### config.mk
export PLATFORM = sky130hd
export DESIGN_NAME = bitmap_slot_allocator_top
export DESIGN_NICKNAME = d
export VERILOG_FILES = /design/src/rtl/core/bsa_pkg.sv /design/src/rtl/core/bsa_ram.sv /design/src/rtl/core/bitmap_slot_allocator_top.sv
export SDC_FILE = /design/constraint.sdc
export NUM_CORES = 2
export LEC_CHECK = 0
export ABC_CLOCK_PERIOD_IN_PS = 9400
export BUFFER_PORTS_ARGS = -buffer_cell sky130_fd_sc_hd__buf_2
export CORE_ASPECT_RATIO = 0.5
export CORE_UTILIZATION = 32
export DETAILED_ROUTE_END_ITERATION = 8
export GPL_TIMING_DRIVEN = 1
export PLACE_DENSITY = 0.42
export RECOVER_POWER = 100
export SYNTH_ARGS = -nofsm -noshare
export SYNTH_HDL_FRONTEND = slang
export SYNTH_HIERARCHICAL = 1
export SYNTH_SLANG_ARGS = --single-unit
### constraint.sdc
create_clock -name aclk -period 9.4 [get_ports aclk]
set_clock_uncertainty 0.1 [all_clocks]
set_input_delay 2.35 -clock aclk [delete_from_list [all_inputs] [get_ports aclk]]
set_output_delay 2.35 -clock aclk [all_outputs]
set_load 0.01 [all_outputs]
### src/rtl/core/bsa_pkg.sv
// types, codes and helpers shared by the bitmap slot allocator files
`default_nettype none

package bsa_pkg;

    localparam int WORD_W = 32;
    localparam int BIT_W  = 5;

    // pool size; slot and count field widths are sized for it
    localparam int SLOTS = 2048;

    localparam int CMD_W    = 2;
    localparam int SLOT_W   = 11;
    localparam int STATUS_W = 2;
    localparam int COUNT_W  = 12;

    localparam logic [CMD_W-1:0] CMD_ALLOC = 2'd0;
    localparam logic [CMD_W-1:0] CMD_FREE  = 2'd1;
    localparam logic [CMD_W-1:0] CMD_CHECK = 2'd2;

    localparam logic [STATUS_W-1:0] STAT_OK       = 2'd0;
    localparam logic [STATUS_W-1:0] STAT_FULL     = 2'd1;
    localparam logic [STATUS_W-1:0] STAT_NOT_USED = 2'd2;

    typedef struct packed {
        logic [COUNT_W-1:0]  used_count;
        logic                was_used;
        logic [STATUS_W-1:0] status;
        logic [SLOT_W-1:0]   slot_out;
    } result_t;

    // lowest clear bit of a word, with a flag that one exists
    function automatic logic [BIT_W:0] lowest_zero(input logic [WORD_W-1:0] w);
        logic [BIT_W-1:0] idx;
        idx = '0;
        for (int i = WORD_W - 1; i >= 0; i--) begin
            if (!w[i]) idx = BIT_W'(i);
        end
        return {~&w, idx};
    endfunction

endpackage

`default_nettype wire

### src/rtl/core/bsa_ram.sv
// generic single-port-write, single-port-read ram with registered read data
`default_nettype none

module bsa_ram #(
    parameter int WIDTH = 32,
    parameter int DEPTH = 64
) (
    input  wire logic                                 aclk,
    input  wire logic                                 we,
    input  wire logic [(DEPTH > 1 ? $clog2(DEPTH) : 1)-1:0] waddr,
    input  wire logic [WIDTH-1:0]                     wdata,
    input  wire logic                                 re,
    input  wire logic [(DEPTH > 1 ? $clog2(DEPTH) : 1)-1:0] raddr,
    output logic      [WIDTH-1:0]                     rdata
);

    logic [WIDTH-1:0] mem [DEPTH];

    always_ff @(posedge aclk) begin
        if (we) mem[waddr] <= wdata;
        if (re) rdata <= mem[raddr];
    end

endmodule

`default_nettype wire

### src/rtl/core/bitmap_slot_allocator_top.sv
// bitmap slot allocator: first fit over a pool of slots held as words in a ram
//
// S_IDLE accepts a request and reads one 32-bit bitmap word from the ram,
// whose read data is registered; S_MOD then modifies that word, writes it
// back and loads the result register. Only one request is in flight: a
// new request is accepted only after the last one has left S_MOD.
// An allocate picks its word
// from a per-word full flag (lowest word with a free slot), then the lowest
// clear bit of that word. Per-word valid flags, cleared at reset, make a
// never-written word read as all free, so no clearing pass runs after reset.
// A result waiting on m_tready stalls only the write-back cycle.
`default_nettype none

module bitmap_slot_allocator_top
    import bsa_pkg::*;
(
    input  wire logic        aclk,
    input  wire logic        aresetn,
    input  wire logic        s_tvalid,
    output logic             s_tready,
    input  wire logic [15:0] s_tdata,   // slot_in[10:0], zero fill
    input  wire logic [1:0]  s_tuser,   // cmd[1:0]
    output logic             m_tvalid,
    input  wire logic        m_tready,
    output logic [31:0]      m_tdata    // slot_out[10:0], status[12:11],
                                        // was_used[13], used_count[25:14]
);

    localparam int WORDS     = (SLOTS + WORD_W - 1) / WORD_W;
    localparam int WIDX_W    = WORDS > 1 ? $clog2(WORDS) : 1;
    localparam int CNT_W     = $clog2(SLOTS + 1);
    localparam int LAST_BITS = SLOTS - (WORDS - 1) * WORD_W;
    localparam logic [WORD_W-1:0] LAST_PAD = (LAST_BITS == WORD_W) ? '0 :
        ~((WORD_W'(1) << LAST_BITS) - WORD_W'(1));

    typedef enum logic {S_IDLE, S_MOD} state_t;

    state_t              state_reg, state_next;
    logic [WORDS-1:0]    full_reg, full_next;
    logic [WORDS-1:0]    valid_reg, valid_next;
    logic [CNT_W-1:0]    cnt_reg, cnt_next;
    logic                m_tvalid_reg, m_tvalid_next;
    result_t             res_reg, res_next;
    logic [CMD_W-1:0]    cmd_reg;
    logic [SLOT_W-1:0]   slot_reg;
    logic [WIDX_W-1:0]   addr_reg, addr_next;
    logic                in_range_reg, in_range_next;
    logic                pool_full_reg;

    logic                s_accept;
    logic [WIDX_W-1:0]   free_word;
    logic [WORD_W-1:0]   ram_rdata, word_q, eff, new_word;
    logic [BIT_W:0]      lz;
    logic [BIT_W-1:0]    bit_sel;
    logic [WORD_W-1:0]   onehot;
    logic                hit, proceed, ram_we;

    assign s_tready = (state_reg == S_IDLE);
    assign s_accept = s_tvalid && s_tready;

    // lowest word that still has a free slot
    always_comb begin
        free_word = '0;
        for (int i = WORDS - 1; i >= 0; i--) begin
            if (!full_reg[i]) free_word = WIDX_W'(i);
        end
    end

    assign in_range_next = (32'(s_tdata[SLOT_W-1:0]) < SLOTS);
    assign addr_next = (s_tuser == CMD_ALLOC) ? free_word :
                       WIDX_W'(s_tdata[SLOT_W-1:0] >> BIT_W);

    bsa_ram #(
        .WIDTH(WORD_W),
        .DEPTH(WORDS)
    ) u_map (
        .aclk  (aclk),
        .we    (ram_we),
        .waddr (addr_reg),
        .wdata (new_word),
        .re    (s_accept),
        .raddr (addr_next),
        .rdata (ram_rdata)
    );

    // modify stage
    assign word_q  = valid_reg[addr_reg] ? ram_rdata : '0;
    // slots past the pool end count as used
    assign eff     = word_q | ((addr_reg == WIDX_W'(WORDS - 1)) ? LAST_PAD : '0);
    assign lz      = lowest_zero(eff);
    assign bit_sel = (cmd_reg == CMD_ALLOC) ? lz[BIT_W-1:0] : slot_reg[BIT_W-1:0];
    assign onehot  = WORD_W'(1) << bit_sel;
    assign hit     = in_range_reg && word_q[bit_sel];
    assign proceed = (state_reg == S_MOD) && (!m_tvalid_reg || m_tready);

    always_comb begin
        state_next    = state_reg;
        full_next     = full_reg;
        valid_next    = valid_reg;
        cnt_next      = cnt_reg;
        m_tvalid_next = m_tvalid_reg && !m_tready;
        res_next      = res_reg;
        new_word      = word_q;
        ram_we        = 1'b0;
        if (s_accept) state_next = S_MOD;
        if (proceed) begin
            state_next          = S_IDLE;
            m_tvalid_next       = 1'b1;
            res_next.slot_out   = slot_reg;
            res_next.status     = STAT_OK;
            res_next.was_used   = 1'b0;
            unique case (cmd_reg)
                CMD_ALLOC: begin
                    res_next.slot_out = '0;
                    if (pool_full_reg) begin
                        res_next.status = STAT_FULL;
                    end else begin
                        new_word             = word_q | onehot;
                        ram_we               = 1'b1;
                        valid_next[addr_reg] = 1'b1;
                        full_next[addr_reg]  = &(eff | onehot);
                        cnt_next             = cnt_reg + CNT_W'(1);
                        res_next.slot_out    = SLOT_W'({addr_reg, lz[BIT_W-1:0]});
                    end
                end
                CMD_FREE: begin
                    if (hit) begin
                        new_word             = word_q & ~onehot;
                        ram_we               = 1'b1;
                        valid_next[addr_reg] = 1'b1;
                        full_next[addr_reg]  = 1'b0;
                        cnt_next             = cnt_reg - CNT_W'(1);
                        res_next.was_used    = 1'b1;
                    end else begin
                        res_next.status = STAT_NOT_USED;
                    end
                end
                default: begin
                    res_next.was_used = hit;
                end
            endcase
            res_next.used_count = COUNT_W'(cnt_next);
        end
    end

    always_ff @(posedge aclk) begin
        if (!aresetn) begin
            state_reg    <= S_IDLE;
            full_reg     <= '0;
            valid_reg    <= '0;
            cnt_reg      <= '0;
            m_tvalid_reg <= 1'b0;
        end else begin
            state_reg    <= state_next;
            full_reg     <= full_next;
            valid_reg    <= valid_next;
            cnt_reg      <= cnt_next;
            m_tvalid_reg <= m_tvalid_next;
        end
        res_reg <= res_next;
        if (s_accept) begin
            cmd_reg       <= s_tuser;
            slot_reg      <= s_tdata[SLOT_W-1:0];
            addr_reg      <= addr_next;
            in_range_reg  <= in_range_next;
            pool_full_reg <= &full_reg;
        end
    end

    assign m_tvalid = m_tvalid_reg;
    assign m_tdata  = {{(32 - $bits(result_t)){1'b0}}, res_reg};

    a_count_bound: assert property (@(posedge aclk) disable iff (!aresetn)
        32'(cnt_reg) <= SLOTS)
        else $error("used count above pool size");

    a_all_full_count: assert property (@(posedge aclk) disable iff (!aresetn)
        (&full_reg) |-> (32'(cnt_reg) == SLOTS))
        else $error("all words full but count short of pool size");

    a_empty_no_full: assert property (@(posedge aclk) disable iff (!aresetn)
        (cnt_reg == '0) |-> (full_reg == '0))
        else $error("word marked full while pool empty");

    a_full_status: assert property (@(posedge aclk) disable iff (!aresetn)
        (proceed && res_next.status == STAT_FULL) |-> (32'(cnt_reg) == SLOTS))
        else $error("pool full reported with free slots left");

    a_alloc_grants_free: assert property (@(posedge aclk) disable iff (!aresetn)
        (proceed && cmd_reg == CMD_ALLOC && !pool_full_reg) |-> !eff[bit_sel])
        else $error("allocate granted a used slot");

endmodule

`default_nettype wire

Word-level counts from Yosys, hierarchy flattened:

Memories as Yosys holds them, arrays and structs flattened. A register that Yosys moved wholly into a read port is not among the register bits.
Cells that the tools add are included.

* word-level logic and storage cells: 177
* memories: 1
* bits in registers: 188
* RAM bits: 2048

* order comparisons: 3
* mux-type cells: 132
* $add $sub $neg: 2
* bitwise logic cells: 8
* reduce and logical (&&, ||, !) cells: 14
* equality and inequality tests: 3
* shift operators: 1

Memories
* u_map.mem: words 64, width 32, read ports 1, clocked after memory_dff 1, write ports 1, RTL line bsa_ram.sv:17 `logic [WIDTH-1:0] mem [DEPTH];`

Operators with widths (count)
* $mux 6: 65
* $mux 64: 4
* $pmux 64 s2: 2
* $mux 5: 33
* $mux 32: 4
* $and 64x64->64: 1
* $bwmux 64: 1
* $not 64->64: 1
* $or 64x64->64: 1
* $pmux 32 s2: 1
* $reduce_and 64->1: 1
* $and 32x32->32: 1
* $not 32->32: 1
* $or 32x32->32: 1
* $reduce_and 32->1: 1
* $shl 1x5->32 const A: 1
* $mux 12: 2
* $pmux 12 s2: 1
* $mux 11: 2
* $add 12x1->12 const B: 1
* $sub 12x1->12 const B: 1
* $mux 1: 10
* $lt 6x7->1 const B: 1
* $bmux 1 s6: 1
* 17 further kinds: 25

Depth between registers and ports, before layout:

* word-level depth: 65
* depth in mapped cells: 23
* depth with buffers taken out: 18

Modules after synthesis:

Netlist, hierarchy kept.

By module, submodules not included
* bsa_ram: area an instance 78835.6 um^2, sequential area each 62459.9 um^2, times used 1, cells each 3324
* bitmap_slot_allocator_top: area an instance 11424.7 um^2, sequential area each 4224.1 um^2, times used 1, cells each 1424

Least setup slack after synthesis:

OpenSTA, ideal clock, no wires.

* path type: register -> register
* from: register addr_reg[0]
* to: memory u_map.mem[48][0] (enable)
* library setup time: 0.461 ns
* setup slack: 2.515 ns
* period minus slack after synthesis: 6.885 ns
* stages on the path, launching flop included: 18
* arrival: 6.324 ns
* cell sequence: edfxtp_1 > buf_2 > clkbuf_1 > mux2i_1 > nor3_1 > or3_1 > nor3_4 > a21oi_1 > buf_2 > a311oi_1 > nor4_1 > a21oi_1 > a31o_2 > clkbuf_1 > clkbuf_1 > nor2b_1 > nand4b_1 > nor3_1

* cells in the longest elaborated chain, start to end: 43

RTL lines
* from (decl): RTL line bitmap_slot_allocator_top.sv:46 `logic [WIDX_W-1:0] addr_reg, addr_next;`
* from (signal assigned): RTL line bitmap_slot_allocator_top.sv:164 `addr_reg <= addr_next;`
* $bmux 1 s6 *: RTL line bitmap_slot_allocator_top.sv:87 `assign word_q = valid_reg[addr_reg] ? ram_rdata : '0;`
* $mux 1 (implied by the code) *: RTL line bitmap_slot_allocator_top.sv:87
* $mux 32 *: RTL line bitmap_slot_allocator_top.sv:87
* $mux 5 (32 in a row): RTL line bsa_pkg.sv:37 `if (!w[i]) idx = BIT_W'(i);`
* $mux 5: RTL line bitmap_slot_allocator_top.sv:91 `assign bit_sel = (cmd_reg == CMD_ALLOC) ? lz[BIT_W-1:0] : slot_reg[BIT_W-1:0];`
* $bmux 1 s5 *: RTL line bitmap_slot_allocator_top.sv:93 `assign hit = in_range_reg && word_q[bit_sel];`
* $mux 1 (implied by the code) *: RTL line bitmap_slot_allocator_top.sv:93
* $mux 1 *: RTL line bitmap_slot_allocator_top.sv:127 `if (hit) begin`
* $pmux 1 s2 *: RTL line bitmap_slot_allocator_top.sv:112 `unique case (cmd_reg)`
* $mux 1 *: RTL line bitmap_slot_allocator_top.sv:106 `if (proceed) begin`
* named net ram_we: RTL line bitmap_slot_allocator_top.sv:56 `logic hit, proceed, ram_we;`
* $mux 1 *: RTL line bsa_ram.sv:20 `if (we) mem[waddr] <= wdata;`
* $mux 1 (implied by the code) *: RTL line bsa_ram.sv:20
* to (decl): RTL line bsa_ram.sv:17

Mark *: on every way through the listed nets, which the timed path passes. The rest lies on a longest branch. The select of a mux whose other input is x is not followed.

Worst setup path in the final report:

* from: input port s_tuser[1]
* to: register u_map.rdata[12] (read register of u_map.mem) (data pin)

* cells in the longest elaborated chain, start to end: 2

RTL lines
* from (decl): RTL line bitmap_slot_allocator_top.sv:22 `input wire logic [1:0] s_tuser,`
* $logic_not 2->1: RTL line bitmap_slot_allocator_top.sv:70 `assign addr_next = (s_tuser == CMD_ALLOC) ? free_word :`
* $mux 6: RTL line bitmap_slot_allocator_top.sv:70
* named net addr_next[1]: RTL line bitmap_slot_allocator_top.sv:46
* to (decl): RTL line bsa_ram.sv:14 `output logic [WIDTH-1:0] rdata`

The timed path passes the listed nets, and every way through them passes these cells.
A chain may end at the register's enable or synchronous reset.

==> out/metrics.csv <==
metric,value,unit
status,finished with violations,
failing checks,"capacitance limit, slew limit",
final instance area,0.103,mm^2
pwr/cell area,205,mW/mm^2
Final Hold Viols,0,
Hold Path End,valid_reg[26]$_SDFFE_PN0P_,
Starting DRT DRC Count,4942,
initial antenna violation count,20,
CTS buffer count,223,
Hold Buf Count CTS,0,
Syn Inst Count,4748,
clock buffer depth,4,
number of max-cap violations,26,
TritonCTS clock tree,done,
final WL,285000,um
Crit Path Max Fanout,30,
clock sink count,2268,
port bufs,44,
area fraction of the dominant cell type after synthesis,0.707,
Post-synth EDFFs,2126,
Seq cells post-synth,2268,
clock root cell,clkbuf_16,
reg2reg setup slack,1.10,ns
core area,0.280,mm^2
Detailed Routing Iterations Pass 1,5,
Die Area,0.284,mm^2
Routed Antenna Nets,0,
final period utilization,0.903,
min-delay worst type,flop to flop,
Startpoint Class,primary input,
worst hold path depth,1,
drt wl/cell,32.1,um
dpl ws,1.47,ns
Global Route Usage Sum,0.197,
Starting Density,0.323,
Worst Tran Pin Value,3.62,ns
Die Width,753,um
Netlist cell types,89,
register area share after synthesis,0.739,
setup TNS,0,ns
max reg flops,2048,
CP Data Arrival Time,8.97,ns
worst endpoint required time,9.88,ns
Layout area overhead,13.8,%
total gr overflow,0,
most common cell in the netlist,edfxtp_1,
worst hold start,valid_reg[26]$_SDFFE_PN0P_,
post-route worst setup slack,0.913,ns
leading area contributor after synthesis,edfxtp_1,
Util after Layout,0.367,
routability congestion estimate,0.870,
"Clk Latency, worst-skew pair",0.87,ns
Syn Area/Cell,19.0,um^2
Leak Pwr,31.8,nW
DP Area,0.0963,mm^2
post_cts resized,0,
number of I/O pins,56,
CTS H-Tree Depth,4,
global-route wire length before repair,394000,um
post-synthesis cell area,0.0903,mm^2
Slew Limit Headroom,-1.42,
"Worst Path Class, Setup",primary input to flop,
via count,48300,
Achievable Freq,0.118,GHz
"Top FF cell, synth",edfxtp_1,
largest net degree at the start of global routing,83,
FP Rows,137,
routed vias/inst,5.45,
share of layout cells above drive strength 1,0.226,
final hold slack,0.366,ns
unrepaired setup endpoints after global routing,false,
vias in the first global route,49100,
worst reg2reg path depth,20,
die height,378,um
yosys warns,6,
post-CTS setup buffers,0,
Critical Path Sink Type,flop,
clock-pin slew on the worst setup and hold paths,0.06,ns
DRC errors left,0,
Final min period,8.49,ns
Final #Nets,4952,
final setup fails,0,
peak supply drop,133,uV
"Slew Viols, Final",1131,
worst r2r dst,u_map/rdata[12]$_DFFE_PP_,
FF-to-FF Start,full_reg[63]$_SDFFE_PN0P_,
main area contributors after synthesis,"edfxtp_1 (71%), mux4_2 (14%), dfxtp_1 (3.1%)",
detailed placer's ending HPWL,169000,um
ys async rst share,0,
most instantiated cells after synthesis,"edfxtp_1 (2,126), mux4_2 (556), nor2_1 (269)",
[critical path, stage by stage]
cell	delay (ns)
clkbuf_1	0.08
or2_2	0.46
nor2_1	0.20
nand3_1	0.13
o31ai_1	2.21
buf_4	0.51
clkbuf_2	0.73
clkbuf_2	0.95
mux4_2	0.45
mux4_2	0.53
o22ai_1	0.20
nor2_1	0.07
[final cells by class]
cell class	count	area (um^2)
sequential	2268	66700
clock buffer	293	5960
multi-input combinational	2154	22600
timing repair buffer	250	1770
tap	3753	4700
clock inverter	101	810
antenna	14	35.0
inverter	31	116
fill	25800	177000
[metal layers]
metal | GRT usage | part of all wire | vias up
met5 | 0 | 0.000025 | -
met4 | 0.0435 | 0.023 | 2
met3 | 0.0359 | 0.063 | 362
met2 | 0.314 | 0.46 | 1553
li1 | - | - | 20100
met1 | 0.282 | 0.45 | 26400
[power breakdown]
group	switching (W)	total, W	internal, W
Clock	0.00384	0.00863	0.00479
Combinational	0.000911	0.00137	0.000459
Sequential	0.0000794	0.0111	0.0110
[cell usage in the layout, fill, tap and decap left out, drive strengths merged, types with 11 or more instances in the layout]
master and instances:
a32o 18, a311oi 12, a22oi 16, nor2 269, o21a 30, o211ai 17, and3 47, clkinv 81
mux2i 109, nand2b 22, inv 35, a21oi 174, o22ai 140, buf 164, bufinv 13, and2 17
nand3 51, dfxtp 142, o21ai 56, nand2 212, nor2b 26, a211oi 11, o221ai 29, edfxtp 2126
nor3 38, nand3b 15, and4 12, a31oi 66, diode 14, clkbuf 379, mux4 556, a21o 11
nand4 35
[kinds of logic (layout without fill, tap and decap cells)]
logic type                 after synthesis  after routing  share of synthesized area
buffers and inverters                  331            675                     0.0170
other                                    1             20                  0.0000415
and+or+nand+nor                        791            791                     0.0416
AOI/OAI and AO/OA                      676            676                     0.0501
muxes                                  666            666                      0.151
adders and majority gates                2              2                   0.000277
xor gates and xnor gates                13             13                    0.00126
DFF                                   2268           2268                      0.739
[stage by stage]
| step | total power (W) | cells |
|---|---|---|
| detailed placement | 0.0127 | 8456 |
| global route | 0.0218 | 8853 |
| finish | 0.0211 | 8864 |
| floorplan | 0.0121 | 4753 |
| CTS | 0.0214 | 8850 |
| global placement | 0.0127 | 8456 |
[worst max-delay path by stage]
stage                                      from                          end  slack (ns)  depth (start not counted)
after floorplan           addr_reg[0]$_DFFE_PP_   u_map/mem[48][0]$_DFFE_PP_        2.52                         17
after global placement               s_tuser[1]    u_map/rdata[20]$_DFFE_PP_        1.50                         12
after detailed placement             s_tuser[1]    u_map/rdata[17]$_DFFE_PP_        1.47                         12
after CTS                 addr_reg[4]$_DFFE_PP_   u_map/mem[54][9]$_DFFE_PP_        1.84                         14
after global routing       cmd_reg[0]$_DFFE_PP_  u_map/mem[46][28]$_DFFE_PP_        0.76                         11
final                                s_tuser[1]    u_map/rdata[12]$_DFFE_PP_        0.91                         12
Power figures use the tool's default switching activity.
